File: config.mk
export PLATFORM = sky130hd
export DESIGN_NAME = spq_ctrl
export DESIGN_NICKNAME = d
export VERILOG_FILES = /design/src/rtl/spq_pkg.sv /design/src/rtl/spq_ctrl.sv
export SDC_FILE = /design/constraint.sdc
export NUM_CORES = 1
export LEC_CHECK = 0
export BUFFER_PORTS_ARGS = -buffer_cell sky130_fd_sc_hd__buf_2
export CAP_MARGIN = 20
export CORE_AREA = 5 5 42 44
export DETAILED_ROUTE_END_ITERATION = 6
export DIE_AREA = 0 0 47 49
export PLACE_DENSITY = 0.67
export SYNTH_ARGS = -nofsm -noshare
export SYNTH_HDL_FRONTEND = slang
export SYNTH_SLANG_ARGS = --single-unit
File: constraint.sdc
create_clock -name clk -period 4.17 [get_ports clk]
set_clock_uncertainty 0.15 [all_clocks]
set_input_delay 0.2085 -clock clk [delete_from_list [all_inputs] [get_ports clk]]
set_output_delay 0.2085 -clock clk [all_outputs]
set_load 0.01 [all_outputs]
File: src/rtl/spq_pkg.sv
// ----------------------------------------------------------------------------
// spq_pkg
// Shared types and constants of the sorted priority queue.
// ----------------------------------------------------------------------------
package spq_pkg;

  localparam int CAPACITY = 64;
  localparam int ID_BITS = 16;
  localparam int IDX_BITS = $clog2(CAPACITY);
  localparam int CNT_BITS = $clog2(CAPACITY + 1);

  typedef enum logic [1:0] {
    REQ_PUSH   = 2'd0,
    REQ_POP    = 2'd1,
    REQ_UPDATE = 2'd2,
    REQ_NONE   = 2'd3
  } req_t;

  typedef enum logic [1:0] {
    ST_OK        = 2'd0,
    ST_EMPTY     = 2'd1,
    ST_FULL      = 2'd2,
    ST_NOT_FOUND = 2'd3
  } status_t;

  typedef enum logic [1:0] {
    FSM_IDLE   = 2'd0,
    FSM_INSERT = 2'd1,
    FSM_DONE   = 2'd2
  } fsm_t;

  typedef struct packed {
    logic capture;
    logic do_insert;
    logic do_remove_head;
    logic do_remove_match;
    logic load_result;
  } spq_cmd_t;

  typedef struct packed {
    logic full;
    logic empty;
    logic found;
  } spq_stat_t;

endpackage

File: src/rtl/spq_ctrl.sv
// ----------------------------------------------------------------------------
// spq_ctrl
// Sequencer for push, pop and update requests and the result handshake.
// ----------------------------------------------------------------------------
module spq_ctrl (
  input  logic               clk,
  input  logic               rst_n,
  input  logic               in_valid,
  output logic               in_ready,
  input  logic [1:0]         in_req_type,
  output logic               out_valid,
  input  logic               out_ready,
  input  spq_pkg::spq_stat_t stat,
  output spq_pkg::spq_cmd_t  cmd,
  output logic [1:0]         status_code
);

  spq_pkg::fsm_t    state_r, state_nxt;
  spq_pkg::req_t    req_r;
  spq_pkg::status_t status_r, status_nxt;
  logic             out_valid_r, out_valid_nxt;
  logic             pend_r, pend_nxt;
  logic             accept;
  logic             can_load;

  assign accept      = in_valid && in_ready;
  assign in_ready    = (state_r == spq_pkg::FSM_IDLE) && !pend_r;
  assign out_valid   = out_valid_r;
  assign status_code = status_r;
  assign can_load    = (state_r == spq_pkg::FSM_DONE) && !pend_r && (!out_valid_r || out_ready);

  always_comb begin
    state_nxt = state_r;
    unique case (state_r)
      spq_pkg::FSM_IDLE:   if (accept) state_nxt = spq_pkg::FSM_INSERT;
      spq_pkg::FSM_INSERT: state_nxt = spq_pkg::FSM_DONE;
      spq_pkg::FSM_DONE:   if (can_load) state_nxt = spq_pkg::FSM_IDLE;
      default:             state_nxt = spq_pkg::FSM_IDLE;
    endcase
  end

  always_comb begin
    cmd = '0;
    cmd.capture = accept;
    unique case (state_r)
      spq_pkg::FSM_IDLE: ;
      spq_pkg::FSM_INSERT: begin
        unique case (req_r)
          spq_pkg::REQ_PUSH:   cmd.do_insert = !stat.full;
          spq_pkg::REQ_POP:    cmd.do_remove_head = !stat.empty;
          spq_pkg::REQ_UPDATE: cmd.do_remove_match = stat.found;
          default: ;
        endcase
      end
      spq_pkg::FSM_DONE: begin
        cmd.do_insert   = (req_r == spq_pkg::REQ_UPDATE) && pend_r;
        cmd.load_result = can_load;
      end
      default: ;
    endcase
  end

  always_comb begin
    status_nxt = status_r;
    if (accept) begin
      unique case (spq_pkg::req_t'(in_req_type))
        spq_pkg::REQ_PUSH: status_nxt = stat.full ? spq_pkg::ST_FULL : spq_pkg::ST_OK;
        spq_pkg::REQ_POP:  status_nxt = stat.empty ? spq_pkg::ST_EMPTY : spq_pkg::ST_OK;
        default:           status_nxt = spq_pkg::ST_OK;
      endcase
    end
    if (state_r == spq_pkg::FSM_INSERT && req_r == spq_pkg::REQ_UPDATE && !stat.found)
      status_nxt = spq_pkg::ST_NOT_FOUND;
    out_valid_nxt = out_valid_r;
    if (out_valid_r && out_ready) out_valid_nxt = 1'b0;
    if (can_load) out_valid_nxt = 1'b1;
    pend_nxt = pend_r;
    if (state_r == spq_pkg::FSM_INSERT) pend_nxt = cmd.do_remove_match;
    if (state_r == spq_pkg::FSM_DONE) pend_nxt = 1'b0;
  end

  always_ff @(posedge clk) begin
    if (!rst_n) begin
      state_r     <= spq_pkg::FSM_IDLE;
      status_r    <= spq_pkg::ST_OK;
      out_valid_r <= 1'b0;
      pend_r      <= 1'b0;
    end else begin
      state_r     <= state_nxt;
      status_r    <= status_nxt;
      out_valid_r <= out_valid_nxt;
      pend_r      <= pend_nxt;
    end
  end

  always_ff @(posedge clk) begin
    if (accept) req_r <= spq_pkg::req_t'(in_req_type);
  end

endmodule

==> flow_summary.toml <==
[critical_path]
reg2regPathDepth = 5
crit_end = "cmd[3]"
cpPeakStageDelay_ns = 0.32
path_depth = 6
critPathLaunchType = "flip-flop"
r2r_start = "state_r[0]$_SDFFE_PN0P_"
crit_slowest_cell = "dfxtp_1"
path_max_fanout = 4
cpMostUsedCell = "nor3b_1"
crit_arrival_ns = 1.57
required_ns = 3.81
critPathLaunch = "state_r[1]$_SDFFE_PN0P_"
cp-end-kind = "primary output"
rrSetupSlack_ns = 2.44
crit_chain = "inv_1 -> ha_1 -> nor3b_1 -> a31oi_1 -> nor3b_1 -> buf_2"
crit_buf_inv = 2
r2r-end = "state_r[0]$_SDFFE_PN0P_"
crit_family = "simple AND/OR/NAND/NOR gates"
worstSetupPathType = "flip-flop to primary output"

[placed_design]
port_buffers = 17
dpl.cell_count = 81
gp_congestion = 0.698
place_hpwl_microns = 827
place_ws_ns = 2.43

[yosys]
seq_area_frac_synth_pct = 37.3
syn_avg_cell_area_sq_um = 9.66
synthArstFlopShare_pct = 0
yosys_warnings = 0
syn_area_sq_um = 483
synth_edf_count = 2
synthDistinctLibCells = 24
ys.flop_type = "dfxtp_1"
syn_nets = 64
synth-seq-cells = 8
synth_cells = 50

[layout]
fin_cells = 87
num_antenna_cells = 0
syn_to_final_growth_pct = 28.8
post_route_cells_drive_above_1_share_pct = 32.4
nets = 86

[pwr]
ir_worst_vdd_mv = 0.202
p_leak_nw = 0.286
power_mw = 0.266
powerDensity_nw_per_um2 = 428

[floorplan]
core_area_sq_um = 1400
rows = 14
die_h_microns = 49
ios = 18
dieArea_sq_um = 2300
start_util_pct = 34.5
die_x_microns = 47

[outcome]
status = "completed"

[sta]
fmaxAchievable_ghz = 0.519
holdWs_ns = 0.0907
period_needed_ns = 1.92
setup_viol = 0
tightestPinTransition_ns = 0.346
period_share_pct = 46.2
finalHoldViolations = 0
rsz0062_at_grt = "false"
setup_tns_ns = 0
setup_ws_ns = 2.25
drv_slew = 0
slew_headroom_pct = 76.9

[global_routing]
grt.met3_usage_pct = 2.95
grt_max_degree = 8
grt_antenna_before_repair = 0
grt-busiest-layer = "met2"
grt_pass1_vias = 413
track_usage_pct = 10.2
met1_usage_pct = 11.3
grt_pass1_wl_microns = 1690
overflow = 0
use_met2_pct = 15.8

[detailed_routing]
drt-total-wl_microns = 1010
wire_per_inst_microns = 11.6
first_pass_iters = 2
ant_nets = 0
drc_errors = 0
vias = 416
via_per_inst = 4.78
dr.first_iter.drc_count = 4

[clock_network]
cts_resized = 0
cts_sinks = 8
path_clk_slew_ns = 0.06
htreeDepth = 1
cts_root_buf = "clkbuf_4"
cts_buffer_depth = 2
numCtsBuffers = 3
cts_tree = "built"
clock_latency_ns = 0.26

[job]
cap_violations = 0

[hold_path]
worstHoldPathType = "input pin to flip-flop"
==> power breakdown <==
part           internal, mW  total, mW  leakage [nW]  switching, mW
registers            0.0929      0.104        0.0680         0.0108
logic                0.0461     0.0980         0.203         0.0519
clock network        0.0367     0.0642        0.0150         0.0275
==> cell type report <==
class | count | area [sq um]
inverters | 4 | 17.5
fillers | 152 | 779
well taps | 16 | 20.0
clock buffers | 4 | 26.3
multi-input cells | 36 | 273
repair buffers | 19 | 105
flip-flops and latches | 8 | 180
==> synthesized netlist by cell type, drive strengths merged, types with 2 or more instances <==
cell type / number / area (sq um)
nand2b: 3 / 18.8
a21oi: 2 / 10.0
nand2: 6 / 22.5
buf: 2 / 12.5
mux2i: 3 / 30.0
a31oi: 3 / 18.8
dfxtp: 6 / 120
nor3b: 2 / 15.0
nor3: 2 / 10.0
edfxtp: 2 / 60.1
ha: 5 / 62.6
inv: 4 / 17.5
==> registers in the layout, indices dropped and copies added, names as in the netlist <==
name / cells
req_r: 2
out_valid: 1
state_r: 2
pend_r: 1
status_code: 2
==> layer usage <==
layer	vias to the layer above	wire length, microns
li1	216	-
met1	183	434
met2	15	465
met3	2	89
met4	0	24
met5	-	0
==> worst min-delay path by stage <==
| stage | startpoint | endpoint | slack (ns) | depth (start not counted) |
|---|---|---|---|---|
| final | rst_n | state_r[1]$_SDFFE_PN0P_ | 0.09 | 3 |
| after global routing | rst_n | state_r[1]$_SDFFE_PN0P_ | 0.09 | 3 |
| after CTS | rst_n | state_r[1]$_SDFFE_PN0P_ | 0.08 | 3 |
| after detailed placement | in_req_type[1] | req_r[1]$_DFFE_PP_ | 0.27 | 1 |
| after global placement | in_req_type[1] | req_r[1]$_DFFE_PP_ | 0.26 | 1 |
| after floorplan | in_req_type[0] | req_r[0]$_DFFE_PP_ | 0.16 | 0 |
==> worst min-delay path, stage by stage <==
cell,delay [ns]
buf_2,0.13
nand2_1,0.07
mux2i_1,0.05
==> kinds of logic after synthesis <==
kind of cell               after synthesis  synth area share, %
muxes                                    3                 6.22
buffers and inverters                    6                 6.22
adders and majority gates                5                 13.0
AOI/OAI and AO/OA                        7                 10.6
DFF                                      8                 37.3
and+or+nand+nor                         21                 26.7
==> cells in the final DEF, fill, tap and decap left out <==
| cell | count |
|---|---|
| ha_1 | 5 |
| a31oi_1 | 3 |
| dfxtp_1 | 6 |
| nor3_1 | 2 |
| o21a_1 | 1 |
| nor2b_1 | 1 |
| nor2_1 | 1 |
| nand2b_1 | 3 |
| nand2_1 | 6 |
| nor3b_1 | 2 |
| buf_2 | 17 |
| and3b_1 | 1 |
| nand4bb_1 | 1 |
| dlygate4sd3_1 | 2 |
| nand3_1 | 1 |
| a311oi_2 | 1 |
| and4b_1 | 1 |
| mux2i_1 | 3 |
| clkbuf_1 | 1 |
| nand4b_1 | 1 |
| inv_1 | 3 |
| clkbuf_4 | 3 |
| a21oi_1 | 2 |
| and2b_2 | 1 |
| edfxtp_1 | 2 |
| inv_4 | 1 |
==> through the flow <==
| stage | utilization, % | instance area, sq um |
|---|---|---|
| final | 44.4 | 622 |
| after global routing | 44.4 | 622 |
| after detailed placement | 41.1 | 576 |
| after global placement | 41.1 | 576 |
| after floorplan | - | 483 |
| after CTS | 44.4 | 622 |
==> repair_timing <==
action	4_1_cts	5_1_grt
hold buffers	2	0
buffers inserted	0	0
hold endpoints to repair	2	0
endpoints found under the setup margin	0	0
Note: power is estimated with default switching activity, not from simulation.
